[src/rtl/core/aupm_pkg.sv]
`timescale 1ns / 1ps
// Shared types and constants for the alpha unpremultiply pipeline.
package aupm_pkg;

   localparam int CHAN_W = 8;
   localparam int NUM_CH = 3;
   localparam int DIV_STEPS = CHAN_W;
   localparam logic [CHAN_W-1:0] CHAN_MAX = '1;

   localparam int CH_RED = 0;
   localparam int CH_GREEN = 1;
   localparam int CH_BLUE = 2;

   typedef struct packed {
      logic [CHAN_W-1:0]             alpha;
      logic                          alpha_zero;
      logic [NUM_CH-1:0]             sat;
      logic [NUM_CH-1:0][CHAN_W-1:0] rem;
      logic [NUM_CH-1:0][CHAN_W-1:0] quo;
   } stage_type;

endpackage

[src/rtl/core/aupm_prep_cell.sv]
`timescale 1ns / 1ps
// Entry cell: forms the rounded numerators and the zero and saturation flags.
module aupm_prep_cell (
   input  logic                            clock,
   input  logic                            reset,
   input  logic                            up_valid,
   output logic                            up_ready,
   input  logic [aupm_pkg::NUM_CH-1:0][aupm_pkg::CHAN_W-1:0] up_chan,
   input  logic [aupm_pkg::CHAN_W-1:0]     up_alpha,
   output logic                            down_valid,
   input  logic                            down_ready,
   output aupm_pkg::stage_type             down_data
);

   logic                valid_ff;
   logic                valid_in;
   aupm_pkg::stage_type data_ff;
   aupm_pkg::stage_type data_in;
   logic [2*aupm_pkg::CHAN_W-1:0] num [aupm_pkg::NUM_CH];

   assign up_ready = !valid_ff || down_ready;
   assign valid_in = up_ready ? up_valid : valid_ff;

   always_comb begin
      data_in.alpha = up_alpha;
      data_in.alpha_zero = (up_alpha == '0);
      for (int i = 0; i < aupm_pkg::NUM_CH; i++) begin
         // c*255 + a/2
         num[i] = {up_chan[i], {aupm_pkg::CHAN_W{1'b0}}}
                  - {{aupm_pkg::CHAN_W{1'b0}}, up_chan[i]}
                  + {{(aupm_pkg::CHAN_W+1){1'b0}}, up_alpha[aupm_pkg::CHAN_W-1:1]};
         data_in.rem[i] = num[i][2*aupm_pkg::CHAN_W-1:aupm_pkg::CHAN_W];
         data_in.quo[i] = num[i][aupm_pkg::CHAN_W-1:0];
         data_in.sat[i] = (num[i][2*aupm_pkg::CHAN_W-1:aupm_pkg::CHAN_W] >= up_alpha);
      end
   end

   always_ff @(posedge clock) begin
      if (reset) begin
         valid_ff <= 1'b0;
      end else begin
         valid_ff <= valid_in;
      end
   end

   always_ff @(posedge clock) begin
      if (up_valid && up_ready) begin
         data_ff <= data_in;
      end
   end

   assign down_valid = valid_ff;
   assign down_data = data_ff;

endmodule

[src/rtl/core/aupm_div_cell.sv]
`timescale 1ns / 1ps
// Division cell: one restoring quotient bit per channel.
module aupm_div_cell (
   input  logic                clock,
   input  logic                reset,
   input  logic                up_valid,
   output logic                up_ready,
   input  aupm_pkg::stage_type up_data,
   output logic                down_valid,
   input  logic                down_ready,
   output aupm_pkg::stage_type down_data
);

   logic                valid_ff;
   logic                valid_in;
   aupm_pkg::stage_type data_ff;
   aupm_pkg::stage_type data_in;
   logic [aupm_pkg::CHAN_W:0] shifted [aupm_pkg::NUM_CH];
   logic [aupm_pkg::CHAN_W:0] diff [aupm_pkg::NUM_CH];
   logic [aupm_pkg::NUM_CH-1:0] ge;

   assign up_ready = !valid_ff || down_ready;
   assign valid_in = up_ready ? up_valid : valid_ff;

   always_comb begin
      data_in = up_data;
      for (int i = 0; i < aupm_pkg::NUM_CH; i++) begin
         shifted[i] = {up_data.rem[i], up_data.quo[i][aupm_pkg::CHAN_W-1]};
         diff[i] = shifted[i] - {1'b0, up_data.alpha};
         ge[i] = (shifted[i] >= {1'b0, up_data.alpha});
         data_in.rem[i] = ge[i] ? diff[i][aupm_pkg::CHAN_W-1:0]
                                : shifted[i][aupm_pkg::CHAN_W-1:0];
         data_in.quo[i] = {up_data.quo[i][aupm_pkg::CHAN_W-2:0], ge[i]};
      end
   end

   always_ff @(posedge clock) begin
      if (reset) begin
         valid_ff <= 1'b0;
      end else begin
         valid_ff <= valid_in;
      end
   end

   always_ff @(posedge clock) begin
      if (up_valid && up_ready) begin
         data_ff <= data_in;
      end
   end

   assign down_valid = valid_ff;
   assign down_data = data_ff;

endmodule

[src/rtl/core/alpha_unpremultiply_bgra_to_rgba_core.sv]
`timescale 1ns / 1ps
// Alpha unpremultiply: premultiplied BGRA in, straight-alpha RGBA out.
// One pixel per clock sustained while rsp_stall is low. Each pixel is registered
// in the entry cell and then in each division cell in turn, up to rsp_valid: an entry
// cell forms c*255 + a/2, then a row of 8 division cells produces one quotient
// bit per cell for all three channels. Every cell holds its own transaction
// and only bubbles stall, so input is still taken while a finished result
// waits on rsp_stall until the whole row is full.
// Zero alpha gives zero color, quotients above 255 clamp to 255.
module alpha_unpremultiply_bgra_to_rgba_core (
   input  logic                        clock,
   input  logic                        reset,
   input  logic                        req_valid,
   output logic                        req_stall,
   input  logic [aupm_pkg::CHAN_W-1:0] req_premul_blue,
   input  logic [aupm_pkg::CHAN_W-1:0] req_premul_green,
   input  logic [aupm_pkg::CHAN_W-1:0] req_premul_red,
   input  logic [aupm_pkg::CHAN_W-1:0] req_alpha_in,
   output logic                        rsp_valid,
   input  logic                        rsp_stall,
   output logic [aupm_pkg::CHAN_W-1:0] rsp_straight_red,
   output logic [aupm_pkg::CHAN_W-1:0] rsp_straight_green,
   output logic [aupm_pkg::CHAN_W-1:0] rsp_straight_blue,
   output logic [aupm_pkg::CHAN_W-1:0] rsp_alpha_out
);

   localparam int LAST = aupm_pkg::DIV_STEPS;

   logic                req_ready;
   logic                valid [LAST+1];
   logic                ready [LAST+2];
   aupm_pkg::stage_type data [LAST+1];
   logic [aupm_pkg::NUM_CH-1:0][aupm_pkg::CHAN_W-1:0] req_chan;
   logic [aupm_pkg::NUM_CH-1:0][aupm_pkg::CHAN_W-1:0] result;

   assign req_chan[aupm_pkg::CH_RED] = req_premul_red;
   assign req_chan[aupm_pkg::CH_GREEN] = req_premul_green;
   assign req_chan[aupm_pkg::CH_BLUE] = req_premul_blue;

   aupm_prep_cell u_prep (
      .clock      (clock),
      .reset      (reset),
      .up_valid   (req_valid),
      .up_ready   (req_ready),
      .up_chan    (req_chan),
      .up_alpha   (req_alpha_in),
      .down_valid (valid[0]),
      .down_ready (ready[1]),
      .down_data  (data[0])
   );

   for (genvar k = 0; k < LAST; k++) begin : g_cell
      aupm_div_cell u_cell (
         .clock      (clock),
         .reset      (reset),
         .up_valid   (valid[k]),
         .up_ready   (ready[k+1]),
         .up_data    (data[k]),
         .down_valid (valid[k+1]),
         .down_ready (ready[k+2]),
         .down_data  (data[k+1])
      );
   end

   assign ready[0] = req_ready;
   assign ready[LAST+1] = !rsp_stall;
   assign req_stall = !ready[0];

   always_comb begin
      for (int i = 0; i < aupm_pkg::NUM_CH; i++) begin
         if (data[LAST].alpha_zero) begin
            result[i] = '0;
         end else if (data[LAST].sat[i]) begin
            result[i] = aupm_pkg::CHAN_MAX;
         end else begin
            result[i] = data[LAST].quo[i];
         end
      end
   end

   assign rsp_valid = valid[LAST];
   assign rsp_straight_red = result[aupm_pkg::CH_RED];
   assign rsp_straight_green = result[aupm_pkg::CH_GREEN];
   assign rsp_straight_blue = result[aupm_pkg::CH_BLUE];
   assign rsp_alpha_out = data[LAST].alpha;

`ifndef NO_ASSERTIONS
   a_zero_alpha: assert property (@(posedge clock) disable iff (reset)
      rsp_valid && rsp_alpha_out == '0 |->
         rsp_straight_red == '0 && rsp_straight_green == '0 && rsp_straight_blue == '0)
      else $error("zero alpha produced nonzero color");

   a_entry_free: assert property (@(posedge clock) disable iff (reset)
      !valid[0] |-> !req_stall)
      else $error("input stalled with empty entry cell");

   a_rem_red: assert property (@(posedge clock) disable iff (reset)
      valid[LAST] && !data[LAST].alpha_zero && !data[LAST].sat[aupm_pkg::CH_RED]
         |-> data[LAST].rem[aupm_pkg::CH_RED] < data[LAST].alpha)
      else $error("red remainder not below alpha");

   a_rem_green: assert property (@(posedge clock) disable iff (reset)
      valid[LAST] && !data[LAST].alpha_zero && !data[LAST].sat[aupm_pkg::CH_GREEN]
         |-> data[LAST].rem[aupm_pkg::CH_GREEN] < data[LAST].alpha)
      else $error("green remainder not below alpha");

   a_rem_blue: assert property (@(posedge clock) disable iff (reset)
      valid[LAST] && !data[LAST].alpha_zero && !data[LAST].sat[aupm_pkg::CH_BLUE]
         |-> data[LAST].rem[aupm_pkg::CH_BLUE] < data[LAST].alpha)
      else $error("blue remainder not below alpha");
`endif

endmodule
[config.mk]
export PLATFORM = sky130hd
export DESIGN_NAME = alpha_unpremultiply_bgra_to_rgba_core
export DESIGN_NICKNAME = d
export VERILOG_FILES = /design/src/rtl/core/aupm_pkg.sv /design/src/rtl/core/aupm_prep_cell.sv /design/src/rtl/core/aupm_div_cell.sv /design/src/rtl/core/alpha_unpremultiply_bgra_to_rgba_core.sv
export SDC_FILE = /design/constraint.sdc
export NUM_CORES = 1
export LEC_CHECK = 0
export ABC_CLOCK_PERIOD_IN_PS = 4150
export BUFFER_PORTS_ARGS = -buffer_cell sky130_fd_sc_hd__buf_2
export CAP_MARGIN = 30
export CORE_MARGIN = 4
export CORE_UTILIZATION = 30
export DETAILED_ROUTE_END_ITERATION = 8
export HOLD_SLACK_MARGIN = 0.15
export MAX_ROUTING_LAYER = met4
export PLACE_DENSITY_LB_ADDON = 0.25
export SYNTH_ARGS = -nofsm -noshare
export SYNTH_HDL_FRONTEND = slang
export SYNTH_HIERARCHICAL = 1
export SYNTH_SLANG_ARGS = --single-unit
[constraint.sdc]
create_clock -name clock -period 4.15 [get_ports clock]
set_clock_uncertainty 0.05 [all_clocks]
set_input_delay 0.2075 -clock clock [delete_from_list [all_inputs] [get_ports clock]]
set_output_delay 0.2075 -clock clock [all_outputs]
set_load 0.05 [all_outputs]
-- After elaboration in Yosys (flattened, before gate mapping)
Cells that the tools add are included.
- register bits: 525
- output and inout port bits: 34
- $add $sub $neg: 27
- magnitude comparators: 27
- muxes and demuxes: 27
- reductions and logical operators: 30
- operators by type and width (kind ; number):
    9-bit by 8-bit greater-or-equal comparator with 1-bit output ; 24
    8-bit two-way mux ; 27
    8-bit subtractor ; 21
    16-bit by 7-bit adder with 16-bit output ; 3
    16-bit by 8-bit subtractor with 16-bit output ; 3
    8-bit greater-or-equal comparator ; 3
    1-bit zero test ; 11
    1-bit logical AND ; 9
    1-bit logical OR ; 9
    8-bit zero test ; 1

-- Logic depth before layout (Yosys ltp)
Gate-level depths: netlist of the first run.
- depth after elaboration: 11
- mapped depth: 15
- depth with buffers taken out: 15

-- Hierarchy
Netlist of the first run, hierarchy kept.
- by module, submodules not included (module ; instances ; cells each ; area an instance (um2) ; sequential area each (um2)):
    aupm_div_cell (g_cell[2].u_cell ...) ; 5 ; 248 ; 3397.0 ; 1821.7
    aupm_div_cell (g_cell[0].u_cell ...) ; 2 ; 250 ; 3374.5 ; 1821.7
    aupm_prep_cell ; 1 ; 371 ; 3968.8 ; 1821.7
    aupm_div_cell (g_cell[1].u_cell) ; 1 ; 248 ; 3255.6 ; 1821.7
    alpha_unpremultiply_bgra_to_rgba_core ; 1 ; 31 ; 304.0 ; 0.0

-- Worst setup path before layout of the first run
OpenSTA, ideal clock, no wires.
- kind: reg2reg
- start: register g_cell[7].u_cell.valid_ff
- end: register u_prep.data_ff (netlist bit u_prep/down_data[0]) (enable)
- library setup time: 424 ps
- arrival: 3042 ps
- data required time: 3676 ps
- slack: 633 ps
- stages on the path, launching flop included: 11
- cells stage by stage: dfxtp_1 -> nand2b_1 -> nand2b_1 -> nand2b_1 -> nand2b_1 -> nand2b_1 -> nand2b_1 -> nand2b_1 -> nand2b_1 -> nand2b_1 -> and2_1
- RTL lines (element ; line ; RTL):
    start, declared ; aupm_div_cell.sv:14 ; logic valid_ff;
    start signal, assigned ; aupm_div_cell.sv:41 ; valid_ff <= valid_in;
    end signal, assigned ; aupm_prep_cell.sv:48 ; data_ff <= data_in;
    end, declared ; aupm_prep_cell.sv:17 ; aupm_pkg::stage_type data_ff;

==> results of run 1 <==
## state kept, by name (all words and copies together) (netlist names)
signal	count
g_cell.u_cell/down_data	456
g_cell.u_cell/down_valid	8
u_prep/down_data	60
u_prep/down_valid	1
## cell type report
| cell class | instances | area [um^2] |
|---|---|---|
| antenna | 1 | 2.50 |
| clock buffer | 66 | 1480 |
| clock inverter | 39 | 304 |
| fill | 9549 | 64700 |
| inverter | 206 | 773 |
| multi-input combinational | 1479 | 12700 |
| sequential | 525 | 15700 |
| tap | 1287 | 1610 |
| timing repair buffer | 133 | 968 |
## worst register-to-register path, cell delays in order (launching register included)
cell and delay [ps]:
edfxtp_1 420, inv_1 270, ha_1 370, a21o_1 240, a2111oi_2 390, o21a_1 560, mux2_4 360
## worst paths after layout
| path | from | endpoint | slack (ps) | cells past startpoint |
|---|---|---|---|---|
| worst min register to register | g_cell[6].u_cell/down_data[13] | g_cell[7].u_cell/down_data[14] | 360 | 0 |
| worst max-delay path | req_premul_blue[0] | u_prep/down_data[50] | 810 | 16 |
| worst min-delay path | req_premul_red[1] | u_prep/down_data[1] | 210 | 3 |
| worst max register to register | u_prep/down_data[58] | g_cell[0].u_cell/down_data[31] | 1230 | 6 |
## power groups by stage
stage          Clock [mW]  Sequential [mW]  Combinational [mW]
2_1_floorplan           0             6.18                1.14
3_3_place_gp            0             6.23                1.46
3_5_place_dp            0             6.23                1.48
4_1_cts              5.01             6.12                1.52
5_1_grt              5.26             6.13                1.68
6_report             4.82             6.12                1.51
## per-stage QoR
step	cells	hold slack, ps	utilization, %	setup WS, ps	instance area (um^2)
3_3_place_gp	3583	353	31.9	646	31300
3_5_place_dp	3583	355	31.9	710	31300
6_report	3736	215	34.2	814	33600
2_1_floorplan	2265	227	-	633	29700
5_1_grt	3736	215	34.2	536	33600
4_1_cts	3735	177	34.1	863	33600
## cells in the final DEF (no fill, tap or decap), types with 24 or more instances in the layout
master,instances
a211oi_1,25
a21o_1,57
mux2i_1,46
nand3_1,56
dlygate4sd3_1,47
nor2b_1,24
nor2_1,128
o21a_1,46
mux2_4,96
xnor2_1,84
mux2_2,28
edfxtp_1,516
ha_1,237
fa_1,24
o21ai_0,68
inv_1,205
a21oi_1,80
nor3_1,74
a211o_1,25
buf_2,69
nand2b_1,55
o31a_1,25
clkbuf_16,58
nand2_1,44
## per-layer routing
metal	share of wire, %	vias up
li1	-	8877
met1	41	8654
met2	51	300
met3	2.9	139
met4	4.9	0
met5	0	-
## repair_timing
| item | in CTS | in global routing |
|---|---|---|
| hold buffers | 47 | 0 |
| resized for setup | 0 | 0 |
| endpoints found under the setup margin | 0 | 0 |
| hold endpoints to repair | 46 | 0 |
==> flow_summary.ini, run 1 <==
[worst_setup_path]
critical_path.top_delay_family = compound AO/OA/AOI/OAI gates
arrival_ps = 3630
path_max_fanout = 7
critPathKind = input port to register
path_buf_inv = 3
crit_required_ps = 4450
crit_path_max_incr_delay_ps = 520
path_cells = dlygate4sd3_1, buf_2, ha_1, inv_1, fa_1, a211oi_1, o21ai_0, a21oi_1, nor2_1, xor2_1, ha_1, nand2b_1, a211oi_1, o21bai_1, a21oi_1, o21ai_0
start_kind = input port
end_kind = register
cp_slowest_cell = dlygate4sd3_1

[die]
io_pins = 70
start_util_pct = 30.2
die_y_um = 322
rows = 115
die_w_um = 322
die-area_um2 = 104000
core_area_um2 = 98300

[yosys]
syn_nets = 2562
ys_warn_count = 6
synthesis.area_um2 = 29700
avgSynthCellArea_um2 = 13.1
syn-instance-count = 2265

[clocking]
clock-sinks = 525
clk_pin_slew_worst_paths_ps = 60
htreeDepth = 2
clockBufferDepth = 3
post_cts_buffers = 0
clockRootBuffer = clkbuf_16
clkLatencyLatePin_ps = 620
cts_tree = built
numCtsBuffers = 58

[global_route]
grt_pass1_vias = 18768
grt_remaining_overflow = 0
busiest_layer = met2
grt_start_max_net_pins = 61
grt_usage_pct = 13.4
use_met1_pct = 14.8
use_met3_pct = 1.53
grt_pass1_wl_um = 106000
grt_use_met2_pct = 24.3
antenna_found_initial = 2

[outcome]
status = complete, no violations

[drt]
antenna_left = 0
dr_total_vias = 17970
drtIter0Drc = 833
routed_wl_um = 67800
drc = 0
wl_per_cell_um = 18.1
routed_via_density = 4.81
drt-pass1-iter-count = 5

[run]
drv_cap = 0

[power]
clockPowerShare_pct = 38.7
p_total_mw = 12.4
combPwrFrac_pct = 12.2
leakage_nw = 12.9
powerDensity_nw_per_um2 = 371
ir_drop_uv = 313
seqPwrFrac_pct = 49.1
p_switching_mw = 2.98
power.internal_mw = 9.47
p_sw_share_pct = 23.9

[final_layout]
fin_nets = 2700
drive_above_1_share_pct = 15.4
area_growth_pct = 13.2

[placed_design]
place.gp.congestion = 0.878
hpwl_um = 53500
port_buffers = 69

[hold_path]
hold_class = input port to register

[sta]
relSlewSlack_pct = 37.7
setup_viol = 0
period_minus_slack_ps = 3340
worst_pin_slew_ps = 935
max_freq_ghz = 0.300
setup-tns-final_ps = 0
hold_viol = 0
period_share_pct = 80.4
rsz0062_at_grt = no
slew_viol_final = 0
Note: power is estimated with default switching activity, not from simulation.
==> run 2: changes to the inputs <==
--- a/config.mk
+++ b/config.mk
@@ -5,7 +5,7 @@
 export SDC_FILE = /design/constraint.sdc
 export NUM_CORES = 1
 export LEC_CHECK = 0
-export ABC_CLOCK_PERIOD_IN_PS = 4150
+export ABC_CLOCK_PERIOD_IN_PS = 3300
 export BUFFER_PORTS_ARGS = -buffer_cell sky130_fd_sc_hd__buf_2
 export CAP_MARGIN = 30
 export CORE_MARGIN = 4
==> constraint.sdc (replaced) <==
create_clock -name clock -period 3.3 [get_ports clock]
set_clock_uncertainty 0.05 [all_clocks]
set_input_delay 0.165 -clock clock [delete_from_list [all_inputs] [get_ports clock]]
set_output_delay 0.165 -clock clock [all_outputs]
set_load 0.05 [all_outputs]
==> flow_summary.ini, run 2 (synthesis gave the netlist of run 1 again) <==
[worst_setup_path]
end_kind = register
path_max_fanout = 5
start_kind = input port
ff2ff_setup_slack_ps = 420
crit_required_ps = 3610
arrival_ps = 3450
critPathKind = input port to register

[power]
p_sw_share_pct = 23.9
combPwrFrac_pct = 12.2
p_switching_mw = 3.87
p_total_mw = 16.2
powerDensity_nw_per_um2 = 476
power.internal_mw = 12.3
clockPowerShare_pct = 40.5
ir_drop_uv = 427
leakage_nw = 13.1
seqPwrFrac_pct = 47.4

[drt]
drc = 0
wl_per_cell_um = 17.8
routed_via_density = 4.76
drtIter0Drc = 684
dr_total_vias = 17913
dr_wl_met3_um = 1800
routed_wl_um = 67100
met2_length_um = 35200
drt-pass1-iter-count = 5
drt-met1-wl_um = 27700
antenna_left = 0
top_layer_used = met4

[final_layout]
largest_reg_flops = 456
fin_nets = 2730
stdcell_area_um2 = 34100
final_common_cell = edfxtp_1
final_cell_mix = edfxtp_1, ha_1, inv_1
drive_above_1_share_pct = 17.1
area_growth_pct = 14.8
antenna_cells = 0

[sta]
setup_viol = 0
hold_viol = 0
setup-tns-final_ps = 0
slew_viol_final = 0
rsz0062_at_grt = no
whs_ps = 326
relSlewSlack_pct = 38.6
worst_pin_slew_ps = 921
period_minus_slack_ps = 3140
period_share_pct = 95.2
max_freq_ghz = 0.318

[die]
die_y_um = 322
start_util_pct = 30.2
core_area_um2 = 98300
io_pins = 70
die_w_um = 322
rows = 115
die-area_um2 = 104000

[global_route]
grt_pass1_wl_um = 105000
grt_remaining_overflow = 0
grt_pass1_vias = 18611
grt_start_max_net_pins = 61
grt_usage_pct = 13.3
antenna_found_initial = 0

[clocking]
htreeDepth = 2
clock-sinks = 525
clockBufferDepth = 3
clockRootBuffer = clkbuf_16
numCtsBuffers = 57
cts_tree = built
clk_pin_slew_worst_paths_ps = 60
clkLatencyLatePin_ps = 630
post_cts_buffers = 0

[placed_design]
port_buffers = 69
placed_cell_area_um2 = 31600
hpwl_um = 53000
place.gp.congestion = 0.879

[run]
drv_cap = 0

[outcome]
status = complete, no violations

[hold_path]
hold_class = input port to register
[run 2: critical path, stage by stage]
cell	delay [ps]
dlygate4sd3_1	530
buf_2	120
inv_1	150
ha_1	280
o21a_1	190
o31ai_2	100
a21oi_1	220
mux2_2	380
a2111oi_2	360
buf_4	170
ha_1	210
a211oi_1	210
o21bai_1	100
a21oi_1	140
o21ai_0	100
[run 2: final timing paths]
check	start	end	cells past startpoint
max	req_premul_red[2]	u_prep/down_data[48]	15
min	reset	g_cell[3].u_cell/down_valid	3
max reg2reg	u_prep/down_data[57]	g_cell[0].u_cell/down_data[31]	7
min reg2reg	g_cell[2].u_cell/down_data[4]	g_cell[3].u_cell/down_data[5]	0
[run 2: routing by layer]
layer / global-route usage, % / vias to the layer above
li1: - / 8936
met1: 15.0 / 8581
met2: 24.4 / 277
met3: 1.54 / 119
met4: 4.59 / 0
met5: - / -
[run 2: per-stage QoR]
| step | cells | worst slack, ps | utilization (%) |
|---|---|---|---|
| 4_1_cts | 3766 | 101 | 34.6 |
| 3_5_place_dp | 3614 | -30.3 | 32.1 |
| 5_1_grt | 3766 | 8.33 | 34.7 |
| 3_3_place_gp | 3614 | -44.4 | 32.1 |
| 6_report | 3766 | 160 | 34.7 |
| 2_1_floorplan | 2265 | 34.5 | - |
[run 2: power groups by stage]
stage	clock (mW)	sequential, mW	combinational, mW
6_report	6.56	7.68	1.97
5_1_grt	7.10	7.70	2.18
4_1_cts	6.81	7.69	1.97
3_5_place_dp	0	7.83	1.92
3_3_place_gp	0	7.83	1.88
2_1_floorplan	0	7.76	1.43
[run 2: final cells by class]
| type | instances | area (um^2) |
|---|---|---|
| fill | 9489 | 64200 |
| sequential | 525 | 15700 |
| multi-input combinational | 1479 | 12800 |
| tap | 1287 | 1610 |
| clock buffer | 64 | 1460 |
| timing repair buffer | 164 | 1240 |
| inverter | 206 | 773 |
| clock inverter | 41 | 505 |
[run 2: repair_timing]
item                                    CTS  global route
endpoints found under the setup margin    0             3
gates resized for setup                   0            14
hold buffers                             47             0
endpoints found under the hold margin    54             0
